<file path="src/rtl/core/pmf_pkg.sv">
package pmf_pkg;

  // Longest pattern the window can hold.
  localparam int PATTERN_MAX = 16;
  localparam int LEN_W       = $clog2(PATTERN_MAX + 1);
  localparam int IDX_W       = $clog2(PATTERN_MAX);

  localparam int BYTE_W      = 8;
  localparam int PLEN_W      = 5;
  localparam int PAT_W       = 64;
  localparam logic [BYTE_W-1:0] STAR_CHAR = 8'h2A;

  // Configuration port.
  localparam int CFG_DATA_W  = 64;
  localparam int CFG_ADDR_W  = 5;
  localparam int CFG_IDX_LSB = 3;
  localparam int CFG_IDX_W   = CFG_ADDR_W - CFG_IDX_LSB;

  typedef enum logic [CFG_IDX_W-1:0] {
    REG_PAT_LO  = 2'd0,
    REG_PAT_HI  = 2'd1,
    REG_PAT_LEN = 2'd2
  } reg_idx_t;

  // Queue between the window engine and the output stage.
  localparam int QUEUE_DEPTH = 4;
  localparam int Q_PTR_W     = $clog2(QUEUE_DEPTH);
  localparam int Q_CNT_W     = $clog2(QUEUE_DEPTH + 1);

  // Bytes that can be inside the block at once: window, queue, output register.
  localparam int OUTSTANDING_MAX = PATTERN_MAX + QUEUE_DEPTH + 1;
  localparam int OUT_CNT_W       = $clog2(OUTSTANDING_MAX + 1);

  typedef struct packed {
    logic [PAT_W-1:0]  pat_lo;
    logic [PAT_W-1:0]  pat_hi;
    logic [PLEN_W-1:0] len;
  } cfg_t;

  typedef struct packed {
    logic [BYTE_W-1:0] data;
    logic              last;
  } beat_t;

  typedef struct packed {
    logic  push;
    beat_t beat;
  } q_push_t;

  typedef struct packed {
    logic  nonempty;
    logic  full;
    beat_t head;
  } q_status_t;

  function automatic logic [LEN_W-1:0] sat_len(input logic [PLEN_W-1:0] raw);
    int unsigned r;
    r = int'(raw);
    if (r > PATTERN_MAX) begin
      r = PATTERN_MAX;
    end
    return LEN_W'(r);
  endfunction

  // Bytes past the sixteenth read as zero.
  function automatic logic [BYTE_W-1:0] pattern_at(input cfg_t c, input int unsigned k);
    logic [2*PAT_W-1:0] all;
    all = {c.pat_hi, c.pat_lo};
    if (k < 16) begin
      return all[BYTE_W*k +: BYTE_W];
    end
    return '0;
  endfunction

endpackage

</file>
<file path="src/rtl/core/pattern_mask_filter_unit.sv">
// Channel  | Handshake               | Payload
// ---------+-------------------------+------------------------------------------
// input    | in_valid / in_stall     | in_text_byte[7:0], in_end_of_text
// output   | out_valid / out_stall   | out_byte[7:0], out_last
// config   | psel/penable/pwrite     | paddr[4:0], pwdata[63:0], prdata[63:0]
//
// Steady state: one byte in and one byte out per cycle while the output is
// not stalled; the window engine pops one byte a cycle while the queue has
// room, so a byte with end_of_text holds the input until the last byte it
// releases is popped, as does shrinking the pattern length while bytes are
// held. A byte that completes the window passes the queue and the output
// register. Reset is synchronous; there is no clearing pass. A stalled
// output backs up into a four-beat queue before the input is stalled.
module pattern_mask_filter_unit (
  input  logic                             clk,
  input  logic                             rst_n,
  input  logic                             in_valid,
  output logic                             in_stall,
  input  logic [pmf_pkg::BYTE_W-1:0]       in_text_byte,
  input  logic                             in_end_of_text,
  output logic                             out_valid,
  input  logic                             out_stall,
  output logic [pmf_pkg::BYTE_W-1:0]       out_byte,
  output logic                             out_last,
  input  logic                             psel,
  input  logic                             penable,
  input  logic                             pwrite,
  input  logic [pmf_pkg::CFG_ADDR_W-1:0]   paddr,
  input  logic [pmf_pkg::CFG_DATA_W-1:0]   pwdata,
  output logic [pmf_pkg::CFG_DATA_W-1:0]   prdata,
  output logic                             pready
);

  pmf_pkg::cfg_t      cfg_r;
  pmf_pkg::reg_idx_t  reg_idx;
  pmf_pkg::q_push_t   q_push;
  pmf_pkg::q_status_t q_status;
  logic               cfg_wr, pop;

  assign pready  = 1'b1;
  assign reg_idx = pmf_pkg::reg_idx_t'(paddr[pmf_pkg::CFG_ADDR_W-1:pmf_pkg::CFG_IDX_LSB]);
  assign cfg_wr  = psel && penable && pwrite && pready;

  always_ff @(posedge clk) begin
    if (!rst_n) begin
      cfg_r <= '0;
    end else if (cfg_wr) begin
      unique case (reg_idx)
        pmf_pkg::REG_PAT_LO:  cfg_r.pat_lo <= pwdata;
        pmf_pkg::REG_PAT_HI:  cfg_r.pat_hi <= pwdata;
        pmf_pkg::REG_PAT_LEN: cfg_r.len    <= pwdata[pmf_pkg::PLEN_W-1:0];
        default: ;
      endcase
    end
  end

  always_comb begin
    unique case (reg_idx)
      pmf_pkg::REG_PAT_LO:  prdata = cfg_r.pat_lo;
      pmf_pkg::REG_PAT_HI:  prdata = cfg_r.pat_hi;
      pmf_pkg::REG_PAT_LEN: prdata = pmf_pkg::CFG_DATA_W'(cfg_r.len);
      default:              prdata = '0;
    endcase
  end

  pmf_front u_front (
    .clk            (clk),
    .rst_n          (rst_n),
    .cfg            (cfg_r),
    .in_valid       (in_valid),
    .in_stall       (in_stall),
    .in_text_byte   (in_text_byte),
    .in_end_of_text (in_end_of_text),
    .q_full         (q_status.full),
    .q_push         (q_push)
  );

  pmf_queue u_queue (
    .clk      (clk),
    .rst_n    (rst_n),
    .q_push   (q_push),
    .pop      (pop),
    .q_status (q_status)
  );

  pmf_back u_back (
    .clk       (clk),
    .rst_n     (rst_n),
    .q_status  (q_status),
    .pop       (pop),
    .out_valid (out_valid),
    .out_stall (out_stall),
    .out_byte  (out_byte),
    .out_last  (out_last)
  );

endmodule

</file>
<file path="src/rtl/core/pmf_front.sv">
module pmf_front (
  input  logic                          clk,
  input  logic                          rst_n,
  input  pmf_pkg::cfg_t                 cfg,
  input  logic                          in_valid,
  output logic                          in_stall,
  input  logic [pmf_pkg::BYTE_W-1:0]    in_text_byte,
  input  logic                          in_end_of_text,
  input  logic                          q_full,
  output pmf_pkg::q_push_t              q_push
);

  logic [pmf_pkg::BYTE_W-1:0] win_r   [pmf_pkg::PATTERN_MAX];
  logic [pmf_pkg::BYTE_W-1:0] win_nxt [pmf_pkg::PATTERN_MAX];
  logic [pmf_pkg::BYTE_W-1:0] pat     [pmf_pkg::PATTERN_MAX];
  logic [pmf_pkg::LEN_W-1:0]  held_r, held_nxt, held_dec, held_left;
  logic                       active_r, active_nxt;
  logic                       flush_r, flush_nxt;
  logic [pmf_pkg::LEN_W-1:0]  len;
  logic                       len_zero, cmp_on, need, work, more, accept_ok, acc, hit;

  always_comb begin
    for (int k = 0; k < pmf_pkg::PATTERN_MAX; k++) begin
      pat[k] = pmf_pkg::pattern_at(cfg, k);
    end
  end

  assign len      = pmf_pkg::sat_len(cfg.len);
  assign len_zero = (len == '0);
  assign held_dec = held_r - pmf_pkg::LEN_W'(1);

  // Work is only done on behalf of an accepted byte, so a length change made
  // while idle takes effect with the next byte.
  assign cmp_on = !len_zero && (held_r >= len);
  assign need   = active_r && (cmp_on || ((held_r != '0) && (len_zero || flush_r)));
  assign work   = need && !q_full;
  assign more   = (!len_zero && (held_dec >= len)) ||
                  ((held_dec != '0) && (len_zero || flush_r));

  // A new byte may enter in the cycle that retires the previous byte's last pop.
  assign accept_ok = !need || (work && !more);
  assign in_stall  = !accept_ok;
  assign acc       = in_valid && accept_ok;

  always_comb begin
    hit = cmp_on;
    for (int k = 0; k < pmf_pkg::PATTERN_MAX; k++) begin
      if ((k < int'(len)) && (win_r[k] != pat[k])) begin
        hit = 1'b0;
      end
    end
  end

  assign held_left = work ? held_dec : held_r;

  always_comb begin
    for (int k = 0; k < pmf_pkg::PATTERN_MAX; k++) begin
      if (!work) begin
        win_nxt[k] = win_r[k];
      end else if (hit && ((k + 1) < int'(len))) begin
        win_nxt[k] = pmf_pkg::STAR_CHAR;
      end else if ((k + 1) < pmf_pkg::PATTERN_MAX) begin
        win_nxt[k] = win_r[k + 1];
      end else begin
        win_nxt[k] = win_r[k];
      end
    end
    if (acc) begin
      win_nxt[held_left[pmf_pkg::IDX_W-1:0]] = in_text_byte;
    end
  end

  assign held_nxt   = held_left + pmf_pkg::LEN_W'(acc);
  assign active_nxt = acc || (need && (!work || more));

  always_comb begin
    flush_nxt = flush_r;
    if (work && (held_r == pmf_pkg::LEN_W'(1))) begin
      flush_nxt = 1'b0;
    end
    if (acc) begin
      flush_nxt = in_end_of_text;
    end
  end

  always_comb begin
    q_push.push      = work;
    q_push.beat.data = hit ? pmf_pkg::STAR_CHAR : win_r[0];
    q_push.beat.last = flush_r && (held_r == pmf_pkg::LEN_W'(1));
  end

  always_ff @(posedge clk) begin
    if (!rst_n) begin
      held_r   <= '0;
      active_r <= 1'b0;
      flush_r  <= 1'b0;
    end else begin
      held_r   <= held_nxt;
      active_r <= active_nxt;
      flush_r  <= flush_nxt;
    end
  end

  always_ff @(posedge clk) begin
    win_r <= win_nxt;
  end

endmodule

</file>
<file path="src/rtl/core/pmf_queue.sv">
module pmf_queue (
  input  logic                 clk,
  input  logic                 rst_n,
  input  pmf_pkg::q_push_t     q_push,
  input  logic                 pop,
  output pmf_pkg::q_status_t   q_status
);

  pmf_pkg::beat_t               ent_r [pmf_pkg::QUEUE_DEPTH];
  logic [pmf_pkg::Q_PTR_W-1:0]  wr_ptr_r, wr_ptr_nxt;
  logic [pmf_pkg::Q_PTR_W-1:0]  rd_ptr_r, rd_ptr_nxt;
  logic [pmf_pkg::Q_CNT_W-1:0]  cnt_r, cnt_nxt;
  logic                         do_push, do_pop;

  assign q_status.nonempty = (cnt_r != '0);
  assign q_status.full     = (cnt_r == pmf_pkg::Q_CNT_W'(pmf_pkg::QUEUE_DEPTH));
  assign q_status.head     = ent_r[rd_ptr_r];

  assign do_push = q_push.push && !q_status.full;
  assign do_pop  = pop && q_status.nonempty;

  always_comb begin
    wr_ptr_nxt = wr_ptr_r;
    rd_ptr_nxt = rd_ptr_r;
    if (do_push) begin
      wr_ptr_nxt = (wr_ptr_r == pmf_pkg::Q_PTR_W'(pmf_pkg::QUEUE_DEPTH - 1)) ?
                   '0 : wr_ptr_r + pmf_pkg::Q_PTR_W'(1);
    end
    if (do_pop) begin
      rd_ptr_nxt = (rd_ptr_r == pmf_pkg::Q_PTR_W'(pmf_pkg::QUEUE_DEPTH - 1)) ?
                   '0 : rd_ptr_r + pmf_pkg::Q_PTR_W'(1);
    end
    cnt_nxt = cnt_r + pmf_pkg::Q_CNT_W'(do_push) - pmf_pkg::Q_CNT_W'(do_pop);
  end

  always_ff @(posedge clk) begin
    if (!rst_n) begin
      wr_ptr_r <= '0;
      rd_ptr_r <= '0;
      cnt_r    <= '0;
    end else begin
      wr_ptr_r <= wr_ptr_nxt;
      rd_ptr_r <= rd_ptr_nxt;
      cnt_r    <= cnt_nxt;
    end
  end

  always_ff @(posedge clk) begin
    if (do_push) begin
      ent_r[wr_ptr_r] <= q_push.beat;
    end
  end

endmodule

</file>
<file path="src/rtl/core/pmf_back.sv">
module pmf_back (
  input  logic                        clk,
  input  logic                        rst_n,
  input  pmf_pkg::q_status_t          q_status,
  output logic                        pop,
  output logic                        out_valid,
  input  logic                        out_stall,
  output logic [pmf_pkg::BYTE_W-1:0]  out_byte,
  output logic                        out_last
);

  logic           out_valid_r, out_valid_nxt;
  pmf_pkg::beat_t beat_r;

  assign pop = q_status.nonempty && (!out_valid_r || !out_stall);

  always_comb begin
    out_valid_nxt = out_valid_r;
    if (pop) begin
      out_valid_nxt = 1'b1;
    end else if (!out_stall) begin
      out_valid_nxt = 1'b0;
    end
  end

  always_ff @(posedge clk) begin
    if (!rst_n) begin
      out_valid_r <= 1'b0;
    end else begin
      out_valid_r <= out_valid_nxt;
    end
  end

  always_ff @(posedge clk) begin
    if (pop) begin
      beat_r <= q_status.head;
    end
  end

  assign out_valid = out_valid_r;
  assign out_byte  = beat_r.data;
  assign out_last  = beat_r.last;

endmodule

</file>
<file path="config.mk">
export PLATFORM = sky130hd
export DESIGN_NAME = pattern_mask_filter_unit
export DESIGN_NICKNAME = d
export VERILOG_FILES = /design/src/rtl/core/pmf_pkg.sv /design/src/rtl/core/pattern_mask_filter_unit.sv /design/src/rtl/core/pmf_front.sv /design/src/rtl/core/pmf_queue.sv /design/src/rtl/core/pmf_back.sv
export SDC_FILE = /design/constraint.sdc
export NUM_CORES = 1
export LEC_CHECK = 0
export BUFFER_PORTS_ARGS = -buffer_cell sky130_fd_sc_hd__clkbuf_2
export CAP_MARGIN = 15
export CORE_ASPECT_RATIO = 0.8
export CORE_MARGIN = 5
export CORE_UTILIZATION = 40
export CTS_BUF_LIST = sky130_fd_sc_hd__clkbuf_2
export DETAILED_ROUTE_END_ITERATION = 6
export GPL_ROUTABILITY_DRIVEN = 0
export GPL_TIMING_DRIVEN = 0
export SETUP_SLACK_MARGIN = 0.2
export SLEW_MARGIN = 0
export SYNTH_ARGS = -nofsm -noshare
export SYNTH_HDL_FRONTEND = slang
export SYNTH_HIERARCHICAL = 1
export SYNTH_SLANG_ARGS = --single-unit
</file>
<file path="constraint.sdc">
create_clock -name clk -period 8.5 [get_ports clk]
set_clock_uncertainty 0.05 [all_clocks]
set_input_delay 1.7 -clock clk [delete_from_list [all_inputs] [get_ports clk]]
set_output_delay 1.7 -clock clk [all_outputs]
set_load 0.005 [all_outputs]
</file>
; ---- Word-level counts from Yosys, hierarchy flattened
; Memories as Yosys holds them, arrays and structs flattened. A register that Yosys moved wholly into a read port is not among the register bits.
; Index checks and enable logic that the tools add are counted.
; W data, S select, Z words.
[op_classes]
addsub = 6
magnitude_cmp = 22
eq_ne = 23
muxes = 64
n_bitwise = 1
reduce_logical = 73
[op_table]
columns = operator, n
row1 = $mux W8, 34
row2 = $pmux W64 S3, 1
row3 = $bwmux W128, 1
row4 = $mux W128, 1
row5 = $ne A8 B8 Y1, 16
row6 = $logic_and A1 B1 Y1, 49
row7 = $lt A4 B5 Y1 const A, 8
row8 = $demux W8 S4, 1
row9 = $mux W1, 22
row10 = $lt A3 B5 Y1 const A, 4
row11 = $ge A5 B5 Y1, 2
row12 = $lt A1 B5 Y1 const A, 2
row13 = $lt A2 B5 Y1 const A, 2
row14 = $mux W5, 2
row15 = $reduce_bool A5 Y1, 2
row16 = $logic_not A1 Y1, 8
row17 = $logic_or A1 B1 Y1, 7
row18 = $eq A2 B2 Y1 const B, 3
row19 = $reduce_and A2 Y1, 3
row20 = $add A5 B1 Y5, 1
row21 = $eq A5 B1 Y1 const B, 1
row22 = $ge A5 B5 Y1 const B, 1
row23 = $gt A5 B5 Y1 const B, 1
row24 = $logic_not A5 Y1, 1
row25 = other kinds (14), 16
[totals]
ff_bits = 276
mem_bits_rw = 36
inputBits = 85
output_inout_bits = 76
elab_cells = 216
memories = 1
[memory_table]
columns = memory, words, word_bits, read_ports, rd_clocked_by_memory_dff, write_ports, line
row1 = u_queue.ent_r, 4, 9, 1, 1, 1, pmf_queue.sv:9  ; pmf_pkg::beat_t ent_r [pmf_pkg::QUEUE_DEPTH];

; ---- Longest topological paths before layout
; Gate-level depths: netlist (run 1).
[depth]
depth_word = 26
depth_mapped = 23
ltp_nobuf = 18

; ---- Cells and area by module
; Netlist (run 1), hierarchy kept.
[by_module_without_submodules]
columns = mod, n_inst, cells_each, area_each_um2
row1 = pmf_front, 1, 1204, 9313.9
row2 = pattern_mask_filter_unit, 1, 654, 6029.5
row3 = pmf_queue, 1, 99, 1785.5
row4 = pmf_back, 1, 13, 309.0

; ---- Worst setup path before layout (run 1)
; OpenSTA, ideal clock, no wires.
[synth_path]
path_kind = reg-to-output
start = register u_front/held_r[0] in the netlist's numbering
end = output port in_stall
arrival_time_ns = 2.822
t_required_ns = 6.750
setup_slack_ns = 3.928
stages_incl_launch_ff = 12
n_path_buf = 1
cell_sequence = dfxtp_1 > inv_1 > ha_1 > buf_2 > or3b_2 > xnor2_1 > ha_1 > or4_1 > a21oi_1 > nor3_1 > o311ai_4 > inv_4
[synth_via]
elab_chain_len = 8
[synth_rtl]
columns = element, line
row1 = "start, declared", pmf_front.sv:16  ; logic [pmf_pkg::LEN_W-1:0] held_r, held_nxt, held_dec, held_left;
row2 = "start signal, assigned", pmf_front.sv:98  ; held_r <= held_nxt;
row3 = "$sub A5 B1 Y5, or another cell as far along", pmf_front.sv:30  ; assign held_dec = held_r - pmf_pkg::LEN_W'(1);
row4 = "$ge A5 B5 Y1, or another cell as far along", pmf_front.sv:37  ; assign more = (!len_zero && (held_dec >= len)) ||
row5 = "$logic_and A1 B1 Y1, or another cell as far along", pmf_front.sv:37
row6 = $logic_or A1 B1 Y1 / $logic_and A1 B1 Y1 (equally long branches), "pmf_front.sv:37, pmf_front.sv:35"
row7 = $logic_not A1 Y1 / $logic_and A1 B1 Y1 (equally long branches), "pmf_front.sv:41, pmf_front.sv:36"
row8 = $logic_and A1 B1 Y1, pmf_front.sv:41  ; assign accept_ok = !need || (work && !more);
row9 = $logic_or A1 B1 Y1 *, pmf_front.sv:41
row10 = $logic_not A1 Y1 *, pmf_front.sv:42  ; assign in_stall = !accept_ok;
row11 = "end, declared", pattern_mask_filter_unit.sv:18  ; output logic in_stall,
; Mark *: on every way between the ends. The rest lies on a longest branch, timed or not.

; ---- Final worst setup path (run 1)
; Same ends and word-level chain as after synthesis.

==> results of run 1 <==
-- state kept, by name (all words and copies together), names as in the netlist, named ones only --
name / count
cfg_r: 133
u_back/out_byte: 8
u_back/out_last: 1
u_back/out_valid: 1
u_front/active_r: 1
u_front/flush_r: 1
u_front/held_r: 5
u_front/win_r: 128
u_queue/cnt_r: 3
u_queue/ent_r: 36
u_queue/rd_ptr_r: 2
u_queue/wr_ptr_r: 2
-- critical path, delay by kind of cell (launching register included) --
| family | cells | cell delay, ns |
|---|---|---|
| AO/OA/AOI/OAI | 2 | 0.64 |
| XOR/XNOR | 1 | 0.15 |
| AND/OR/NAND/NOR | 3 | 1.08 |
| buffers and inverters | 4 | 0.78 |
| adder cells (fa/ha/maj) | 2 | 0.43 |
| flip-flops | 1 | 0.46 |
-- through the flow --
step           total power [W]  hold slack, ns  utilization [%]
4_1_cts               0.005869          0.4310            45.66
3_3_place_gp          0.004686          0.4083            43.78
6_report              0.005950          0.4379            45.71
5_1_grt               0.006262          0.4550            45.70
3_5_place_dp          0.004739          0.4170            43.83
2_1_floorplan         0.003944          0.3947                -
-- final cells by class --
cell class	count	area, sq um
fill	4291	23420
multi-input combinational	1464	9624
sequential	323	6917
buffer	159	804.5
timing repair buffer	152	783.3
tap	560	700.7
clock buffer	115	575.6
clock inverter	39	215.2
inverter	24	92.59
antenna	2	5.005
-- cells in the final DEF (no fill, tap or decap), types with 9 or more instances in the layout --
cell type                     n
sky130_fd_sc_hd__nand2_1    326
sky130_fd_sc_hd__dfxtp_1    278
sky130_fd_sc_hd__clkbuf_2   265
sky130_fd_sc_hd__mux2i_1    207
sky130_fd_sc_hd__nor2_1     133
sky130_fd_sc_hd__clkbuf_1   100
sky130_fd_sc_hd__o21ai_0     94
sky130_fd_sc_hd__nor3_1      80
sky130_fd_sc_hd__xnor2_1     79
sky130_fd_sc_hd__and3_1      73
sky130_fd_sc_hd__a31oi_1     71
sky130_fd_sc_hd__xor2_1      58
sky130_fd_sc_hd__edfxtp_1    45
sky130_fd_sc_hd__o21a_1      43
sky130_fd_sc_hd__o22ai_1     42
sky130_fd_sc_hd__o2bb2ai_1   42
sky130_fd_sc_hd__nand4_1     37
sky130_fd_sc_hd__buf_2       33
sky130_fd_sc_hd__clkinv_1    26
sky130_fd_sc_hd__ha_1        23
sky130_fd_sc_hd__inv_1       22
sky130_fd_sc_hd__nor4_1      16
sky130_fd_sc_hd__a21oi_1     15
sky130_fd_sc_hd__nor2b_1     13
sky130_fd_sc_hd__buf_4       11
sky130_fd_sc_hd__and2_1      10
sky130_fd_sc_hd__mux4_2       9
-- layer usage --
metal  share of wire, %  vias up  global-route usage [%]
li1                   -     7530                       -
met1                 45     7730                   38.45
met2                 42      897                   38.48
met3                 10      135                   5.559
met4                2.5        0                   7.710
met5                  0        -                       0
-- power breakdown --
group / internal [W] / switching [W]
logic: 0.000942 / 0.00148
registers: 0.00196 / 0.000445
clock network: 0.000435 / 0.000693
total: 0.00334 / 0.00261
-- kinds of logic after synthesis --
logic type	count (synthesis)	synth area share, %
and+or+nand+nor	729	19.35
AOI/OAI and AO/OA	349	13.44
DFF	323	39.66
muxes	224	13.73
buffers and inverters	183	5.145
xor gates and xnor gates	137	6.881
adders and majority gates	24	1.765
other	1	0.02150
-- cell usage after synthesis, drive strengths merged, types with 3 or more instances --
master / count / share of area [%]
a211oi: 5 / 0.24
or2: 4 / 0.14
nand2b: 5 / 0.18
nor4: 17 / 0.65
o22ai: 43 / 1.6
nor2: 134 / 3.0
mux2: 8 / 0.69
xor2: 58 / 2.9
or4: 4 / 0.19
nor3: 81 / 2.4
mux2i: 207 / 12
and3: 73 / 2.6
nor3b: 5 / 0.27
o2bb2ai: 42 / 2.1
mux4: 9 / 1.2
a211o: 3 / 0.15
nand3: 9 / 0.29
ha: 23 / 1.7
a31o: 5 / 0.25
clkbuf: 101 / 2.2
buf: 58 / 2.4
and2: 10 / 0.36
o21ai: 94 / 2.7
or3: 6 / 0.22
o211a: 6 / 0.34
nand2: 326 / 7.0
edfxtp: 45 / 7.7
o211ai: 7 / 0.36
dfxtp: 278 / 32
a31oi: 71 / 2.5
nor2b: 13 / 0.47
inv: 23 / 0.51
o21a: 43 / 1.9
xnor2: 79 / 4.0
nand4: 37 / 1.3
a21oi: 15 / 0.43
-- worst min path at each step --
stage / start / to / slack (ns) / cells after the start
after floorplan: cfg_r[4] / cfg_r[4] / 0.39 / 2
final: cfg_r[3] / cfg_r[3] / 0.44 / 2
after global placement: cfg_r[0] / cfg_r[0] / 0.41 / 2
after detailed placement: cfg_r[3] / cfg_r[3] / 0.42 / 2
after CTS: cfg_r[3] / cfg_r[3] / 0.43 / 2
after global routing: cfg_r[3] / cfg_r[3] / 0.45 / 2
==> impl_metrics.tcl, run 1 <==
set metrics [dict create \
    dpl_cell_area_sq_mm 0.01891 \
    grt_pass1_wl_mm 96.49 \
    drt_pass1_iterations 6 \
    report.final.setup_viol 0 \
    timing_hold_violations_final 0 \
    die_x_um 243.4 \
    num_rows 68 \
    edff_count_synth 45 \
    cp-start-kind "register" \
    setup_repair_after_global_routing_missed_its_margin "no" \
    setup_slack_ns 2.243 \
    route.final.wire_length_mm 64.86 \
    reg2regPathDepth 21 \
    layout.nets 2318 \
    cts_setup_buffers 0 \
    path_cells "inv_1 > ha_1 > buf_2 > or3b_2 > xnor2_1 > ha_1 > or4_1 > a21oi_1 > nor3_1 > o311ai_4 > inv_4 > clkbuf_2" \
    timing.final.max_slew_violations 0 \
    detailedPlace.worstSlack_ns 3.111 \
    regToRegStartpoint "cfg_r[2]" \
    synth-main-ff-cell "sky130_fd_sc_hd__dfxtp_1" \
    worst_path_required_time_ns 6.75 \
    finalNonFillerCells 2838 \
    fmax_ghz 0.1598 \
    ys_warn_count 6 \
    clock_tree.buffer_depth 3 \
    clkSinkCount 323 \
    cts_tree "built" \
    synth_cells 1970 \
    worst-r2r-setup-slack_ns 3.27 \
    initial_antenna_violation_count 2 \
    ir_drop_mv 0.1242 \
    grt_max_degree 13 \
    pwrdens_mw_per_mm2 301.8 \
    async_flop_share_pct 0 \
    wire_per_inst_um 22.85 \
    post-route-cell-area_sq_mm 0.01972 \
    mappedNetlistNets 2079 \
    share_of_the_cycle_needed_by_the_critical_path_after_routing_pct 73.61 \
    path_clk_slew_ns 0.11 \
    cpMaxStageDelayCell "sky130_fd_sc_hd__or3b_2" \
    fin_crit_ns 6.257 \
    synthDistinctLibCells 72 \
    timing.setup.tns_ns 0 \
    total_standard_cell_area_after_synthesis_sq_mm 0.01744 \
    crit-reg2reg-capture "u_queue/cnt_r[2]" \
    postSynthRegisterBits 323 \
    slew_headroom_pct 26.23 \
    first_global_vias 15550 \
    hold_path_class "register to register" \
    status "complete, no violations" \
    fp.dieH_um 196.8 \
    hpwlAfterDp_mm 48.53 \
    grt_remaining_overflow 0 \
    dr.first_iter.drc_count 2079 \
    detail_route.drc_violations 0 \
    numPortBuffers 149 \
    dp.cells 2681 \
    critical_path.startpoint "u_front/held_r[0]" \
    postSynthAreaPerCell_sq_um 8.852 \
    worst_path_arrival_time_ns 4.51 \
    timing.critical_path.to "in_stall" \
    total_routing_usage_gr_pct 26.07 \
    drv.max_cap_violation_count 0 \
    critPathMaxFanout 10 \
    route.detailed.vias_per_inst 5.741 \
    placeableCoreArea_sq_mm 0.04314 \
    io-pin-count 161 \
    area_growth_pct 13.07 \
    clkLatencyLatePin_ns 1.03 \
    final_antenna_net_count 0 \
    worst_setup_path_end_kind "primary output" \
    layout-drive-gt1-share_pct 16.56 \
    number_of_gates_given_a_new_drive_strength_after_cts 0 \
    critical-path-top-cell-by-count "sky130_fd_sc_hd__ha_1" \
    cellLeakagePower_nw 8.406 \
    postCtsHoldBufs 0 \
    detailroute.via_count 16290 \
    die_area_sq_mm 0.04790 \
    timing_worst_slew_pin_value_ns 1.107 \
    cts_buffers 85 \
    cts-htree-levels 3 \
    clockRootBuffer "sky130_fd_sc_hd__clkbuf_2" \
    max_stage_delay_ns 0.51 \
    synth.yosys.seq_area_share_pct 39.66 \
    initial_utilization_pct 40.43 \
    timing_worst_setup_path_type "register to primary output" \
]
No activity file was read; power rests on OpenSTA's default activity.
==> run 2: changes to the inputs <==
clock period = 5.37 ns   (was 8.5 ns; I/O delays follow)
==> impl_metrics.tcl, run 2 (synthesized netlist as in run 1, its figures left out) <==
set metrics [dict create \
    status "complete, no violations" \
    timing.final.max_slew_violations 0 \
    numPortBuffers 149 \
    combPwrFrac_pct 41.0 \
    share_of_the_cycle_needed_by_the_critical_path_after_routing_pct 91.61 \
    report.final.setup_viol 0 \
    intPower_w 0.005314 \
    wire_per_inst_um 22.84 \
    max_stage_delay_ns 0.48 \
    drv.max_cap_violation_count 0 \
    fp.dieH_um 196.8 \
    clkLatencyLatePin_ns 1.02 \
    path_cells "inv_2 > ha_1 > buf_4 > or3b_4 > xnor2_1 > ha_1 > or4_1 > a21oi_1 > nor3_1 > o311ai_4 > inv_4 > clkbuf_2" \
    worst-r2r-setup-slack_ns 0.59 \
    grt_pass1_wl_mm 96.57 \
    initial_antenna_violation_count 2 \
    placeableCoreArea_sq_mm 0.04314 \
    route.detailed.vias_per_inst 5.738 \
    clockRootBuffer "sky130_fd_sc_hd__clkbuf_2" \
    route.final.wire_length_mm 64.87 \
    gr-usage-met1_pct 38.39 \
    power_w 0.009455 \
    power.share.switching_pct 43.79 \
    postCtsHoldBufs 0 \
    final_antenna_net_count 0 \
    die_x_um 243.4 \
    cts_tree "built" \
    area_growth_pct 13.35 \
    grt_max_degree 16 \
    timing_hold_violations_final 0 \
    use_met2_pct 38.66 \
    mostFrequentLayoutCell "sky130_fd_sc_hd__nand2_1" \
    layout-drive-gt1-share_pct 16.94 \
    critPathTopFamily "simple AND/OR/NAND/NOR gates" \
    p_switching_w 0.004140 \
    timing_worst_slew_pin_value_ns 1.135 \
    worst_path_required_time_ns 4.25 \
    cpMaxStageDelayCell "sky130_fd_sc_hd__or4_1" \
    dp.cells 2681 \
    worst_setup_path_end_kind "primary output" \
    clock_tree.buffer_depth 3 \
    global_route.peak_usage_layer "met2" \
    die_area_sq_mm 0.04790 \
    io-pin-count 161 \
    total_routing_usage_gr_pct 26.08 \
    cts-htree-levels 3 \
    ir_drop_mv 0.1960 \
    reg.largest.list "cfg_r: 133 flops, u_front/win_r: 128 flops, u_queue/ent_r: 36 flops" \
    first_global_vias 15580 \
    cellLeakagePower_nw 8.422 \
    critPathMaxFanout 10 \
    largest_register "cfg_r" \
    fmax_ghz 0.2033 \
    grt_remaining_overflow 0 \
    cp-start-kind "register" \
    layout.nets 2321 \
    critical-path-top-cell-by-count "sky130_fd_sc_hd__ha_1" \
    setup_repair_after_global_routing_missed_its_margin "no" \
    critical_path_buf_inv_count 4 \
    finalNonFillerCells 2840 \
    timing.hold.worst.start "pwdata[42]" \
    largest_register_ffs 133 \
    power.sequential.fraction_pct 40.2 \
    initial_utilization_pct 40.43 \
    hpwlAfterDp_mm 48.53 \
    detail_route.drc_violations 0 \
    grt_util_met3_pct 5.545 \
    hold-path-endpoint "cfg_r[111]" \
    cts_buffers 85 \
    timing_worst_setup_path_type "register to primary output" \
    regToRegStartpoint "cfg_r[2]" \
    drt_pass1_iterations 6 \
    dr.first_iter.drc_count 2016 \
    detailroute.via_count 16300 \
    crit-reg2reg-capture "u_queue/cnt_r[2]" \
    hold_path_class "primary input to register" \
    worst_path_arrival_time_ns 3.80 \
    min_delay_path_depth 3 \
    fin_crit_ns 4.919 \
    most-common-layout-cells "sky130_fd_sc_hd__nand2_1, sky130_fd_sc_hd__dfxtp_1, sky130_fd_sc_hd__clkbuf_2" \
    slew_headroom_pct 24.37 \
    clkSinkCount 323 \
    timing.setup.tns_ns 0 \
    power.clock.fraction_pct 18.8 \
    pwrdens_mw_per_mm2 478.3 \
    path_clk_slew_ns 0.11 \
    reg2regPathDepth 20 \
    num_rows 68 \
]
run 2: final cells by class:
class	count	area, sq um
diodes	1	2.502
plain buffers	158	803.3
clock buffers	115	575.6
clock inverters	39	215.2
fillers	4284	23370
inverters	24	98.84
multi-input cells	1464	9634
flip-flops and latches	323	6922
well taps	560	700.7
repair buffers	156	813.3
run 2: power groups by stage:
stage / Combinational, W / Clock [W] / Sequential (W)
detailed placement: 0.00369 / 0 / 0.00381
floorplan: 0.00272 / 0 / 0.00352
global placement: 0.00360 / 0 / 0.00381
finish: 0.00387 / 0.00178 / 0.00380
CTS: 0.00374 / 0.00182 / 0.00376
global route: 0.00420 / 0.00193 / 0.00383
run 2: worst max path at each step:
stage | from | end | slack [ns] | cells after the start
2_1_floorplan | cfg_r[4] | u_queue/cnt_r[2] | 1.10 | 23
3_3_place_gp | cfg_r[2] | u_queue/cnt_r[2] | 0.28 | 21
3_5_place_dp | cfg_r[2] | u_queue/cnt_r[2] | 0.22 | 21
4_1_cts | u_front/held_r[1] | in_stall | 0.23 | 12
5_1_grt | u_front/held_r[1] | in_stall | 0.25 | 12
6_report | u_front/held_r[1] | in_stall | 0.45 | 12
run 2: layer usage:
layer | part of all wire (%) | vias up
met3 | 10 | 130
met1 | 45 | 7716
met5 | 0 | -
met2 | 42 | 918
met4 | 2.6 | 0
li1 | - | 7533
run 2: timing repair:
action	4_1_cts	5_1_grt
cloned	0	0
endpoints found under the setup margin	2	2
pin swaps	1	1
gates resized for setup	7	3
buffers inserted	3	1
run 2: worst register-to-register path: cells and delay by family, from the launching register on:
family	cells	cell delay (ns)
buf+inv	7	1.23
fa+ha+maj	4	1.13
compound gates	2	0.66
flops	1	0.50
simple gates	5	0.84
xor+xnor	2	0.27
run 2: stage by stage:
step                      util (%)  setup WS (ns)  hold WS [ns]  instance area [sq um]
after detailed placement     43.83         0.2243        0.4170                  18910
after global routing         45.82         0.2456        0.2347                  19770
after CTS                    45.73         0.2263        0.1533                  19730
after floorplan                  -          1.096        0.3947                  17440
after global placement       43.78         0.2758        0.4083                  18880
final                        45.82         0.4507        0.2532                  19770
==> run 3: changes to the inputs <==
clock period = 4.6 ns   (was 5.37 ns; I/O delays follow)
==> impl_metrics.tcl, run 3 (synthesized netlist as in run 1, its figures left out) <==
set metrics [dict create \
    first_global_vias 15630 \
    detailroute.via_count 16410 \
    status "finished, violations left" \
    power_w 0.01123 \
    most-common-layout-cells "sky130_fd_sc_hd__nand2_1, sky130_fd_sc_hd__dfxtp_1, sky130_fd_sc_hd__clkbuf_2" \
    num_rows 68 \
    cts_buffers 85 \
    die_area_sq_mm 0.04790 \
    die_x_um 243.4 \
    timing_worst_slew_pin_value_ns 1.104 \
    met3WireLength_mm 6.727 \
    max_stage_delay_ns 0.41 \
    area_growth_pct 14.21 \
    route.detailed.vias_per_inst 5.754 \
    drv.max_cap_violation_count 0 \
    fillCellCount 4267 \
    length_of_routed_wiring_on_met1_mm 29.16 \
    largest_register "cfg_r" \
    dpl_cell_area_sq_mm 0.01891 \
    clockRootBuffer "sky130_fd_sc_hd__clkbuf_2" \
    worst-r2r-setup-slack_ns 0.38 \
    wire_per_inst_um 22.85 \
    worst_path_arrival_time_ns 3.45 \
    grt_max_degree 16 \
    clkLatencyLatePin_ns 1.02 \
    clkSinkCount 323 \
    largest_register_ffs 133 \
    layout.nets 2331 \
    grt_pass1_wl_mm 96.90 \
    detail_route_met2_wl_mm 27.57 \
    dr.first_iter.drc_count 2026 \
    drt_pass1_iterations 7 \
    worst_setup_path_end_kind "primary output" \
    reg.largest.list "cfg_r: 133 flops, u_front/win_r: 128 flops, u_queue/ent_r: 36 flops" \
    path_cells "inv_4 > ha_4 > buf_6 > or3b_4 > xnor2_2 > ha_2 > or4_4 > a21oi_2 > nor3_2 > o311ai_4 > inv_4 > clkbuf_2" \
    route.final.wire_length_mm 65.14 \
    clock_tree.buffer_depth 3 \
    initial_antenna_violation_count 2 \
    worst_path_required_time_ns 3.63 \
    fp.dieH_um 196.8 \
    dp.cells 2681 \
    timing.final.max_slew_violations 0 \
    cpMaxStageDelayCell "sky130_fd_sc_hd__or4_4" \
    timing_worst_setup_path_type "register to primary output" \
    hpwlAfterDp_mm 48.53 \
    mostFrequentLayoutCell "sky130_fd_sc_hd__nand2_1" \
    share_of_the_cycle_needed_by_the_critical_path_after_routing_pct 96.17 \
    timing_hold_violations_final 0 \
    io-pin-count 161 \
    critical-path-top-cell-by-count "sky130_fd_sc_hd__inv_4" \
    fmax_ghz 0.2260 \
    cellLeakagePower_nw 8.513 \
    setup_repair_after_global_routing_missed_its_margin "yes" \
    initial_utilization_pct 40.43 \
    slew_headroom_pct 25.71 \
    failed_checks "DRC" \
    hold_path_class "primary input to register" \
    cp-start-kind "register" \
    fin_crit_ns 4.424 \
    detail_route.drc_violations 4 \
    total_routing_usage_gr_pct 26.17 \
    layout-drive-gt1-share_pct 17.78 \
    critPathMaxFanout 2 \
    maxUsedRoutingLayer "met4" \
    path_clk_slew_ns 0.11 \
    cts_tree "built" \
    cts-htree-levels 3 \
    grt_remaining_overflow 0 \
    ir_drop_mv 0.2290 \
    final_antenna_net_count 0 \
    finalNonFillerCells 2851 \
    post-route-cell-area_sq_mm 0.01992 \
    numPortBuffers 149 \
    final_core_utilization_pct 46.17 \
    report.final.setup_viol 0 \
    pwrdens_mw_per_mm2 563.8 \
    placeableCoreArea_sq_mm 0.04314 \
    timing.setup.tns_ns 0 \
]
run 3: changes by cell type in the layout (fill, tap and decap cells not counted), moves of 2 or more:
cell                       before  now
sky130_fd_sc_hd__buf_4         16   24
sky130_fd_sc_hd__clkbuf_4       0    2
sky130_fd_sc_hd__nor3_1        80   78
sky130_fd_sc_hd__ha_1          23   21
sky130_fd_sc_hd__clkbuf_2     265  268
sky130_fd_sc_hd__nor3_2         0    2
sky130_fd_sc_hd__clkbuf_1      99   96
run 3: worst max-delay path, delay by kind of cell (launching register included):
family / cells / cell delay (ns)
and+or+nand+nor: 3 / 0.87
AOI/OAI and AO/OA: 2 / 0.45
DFF: 1 / 0.38
buffers and inverters: 4 / 0.31
adders and majority gates: 2 / 0.31
xor gates and xnor gates: 1 / 0.15
run 3: final cells by class:
type                    count  area, sq um  area share (%)
diodes                      2        5.005         0.02513
plain buffers             158        817.0           4.103
clock buffers             115        575.6           2.890
clock inverters            39        215.2           1.081
inverters                  24        105.1          0.5277
multi-input cells        1464         9682           48.61
flip-flops and latches    323         6924           34.77
well taps                 560        700.7           3.518
repair buffers            166        890.9           4.473
run 3: worst paths after layout:
| path | from | cells past startpoint | end |
|---|---|---|---|
| max | u_front/held_r[1] | 12 | in_stall |
| min | pwdata[43] | 3 | cfg_r[48] |
| max reg2reg | cfg_r[4] | 22 | u_queue/cnt_r[2] |
| min reg2reg | cfg_r[3] | 2 | cfg_r[3] |
run 3: layer usage:
| layer | vias to the layer above | global-route usage (%) |
|---|---|---|
| met2 | 923 | 38.80 |
| met1 | 7794 | 38.43 |
| li1 | 7548 | - |
| met4 | 0 | 7.731 |
| met3 | 140 | 5.640 |
| met5 | - | 0 |
run 3: what timing repair did:
action	in CTS	in global routing
hold endpoints to repair	1	0
hold buffers	1	0
resized for setup	26	5
setup endpoints to repair	127	3
buffers inserted	10	3
pin swaps	6	3
run 3: metrics by stage:
stage               setup WS (ns)  hold WS [ns]
floorplan                  0.3263        0.3947
global placement          -0.4942        0.4083
detailed placement        -0.5457        0.4170
CTS                       0.05223     0.0007589
global route              0.04011       0.08070
finish                     0.1760        0.1045
run 3: power by group:
part	internal [W]	total (W)	switching (W)	leakage (nW)
clock	0.000803	0.00208	0.00128	0.586
combinational	0.00189	0.00470	0.00282	5.23
sequential	0.00363	0.00444	0.000814	2.70
total	0.00632	0.0112	0.00491	8.51
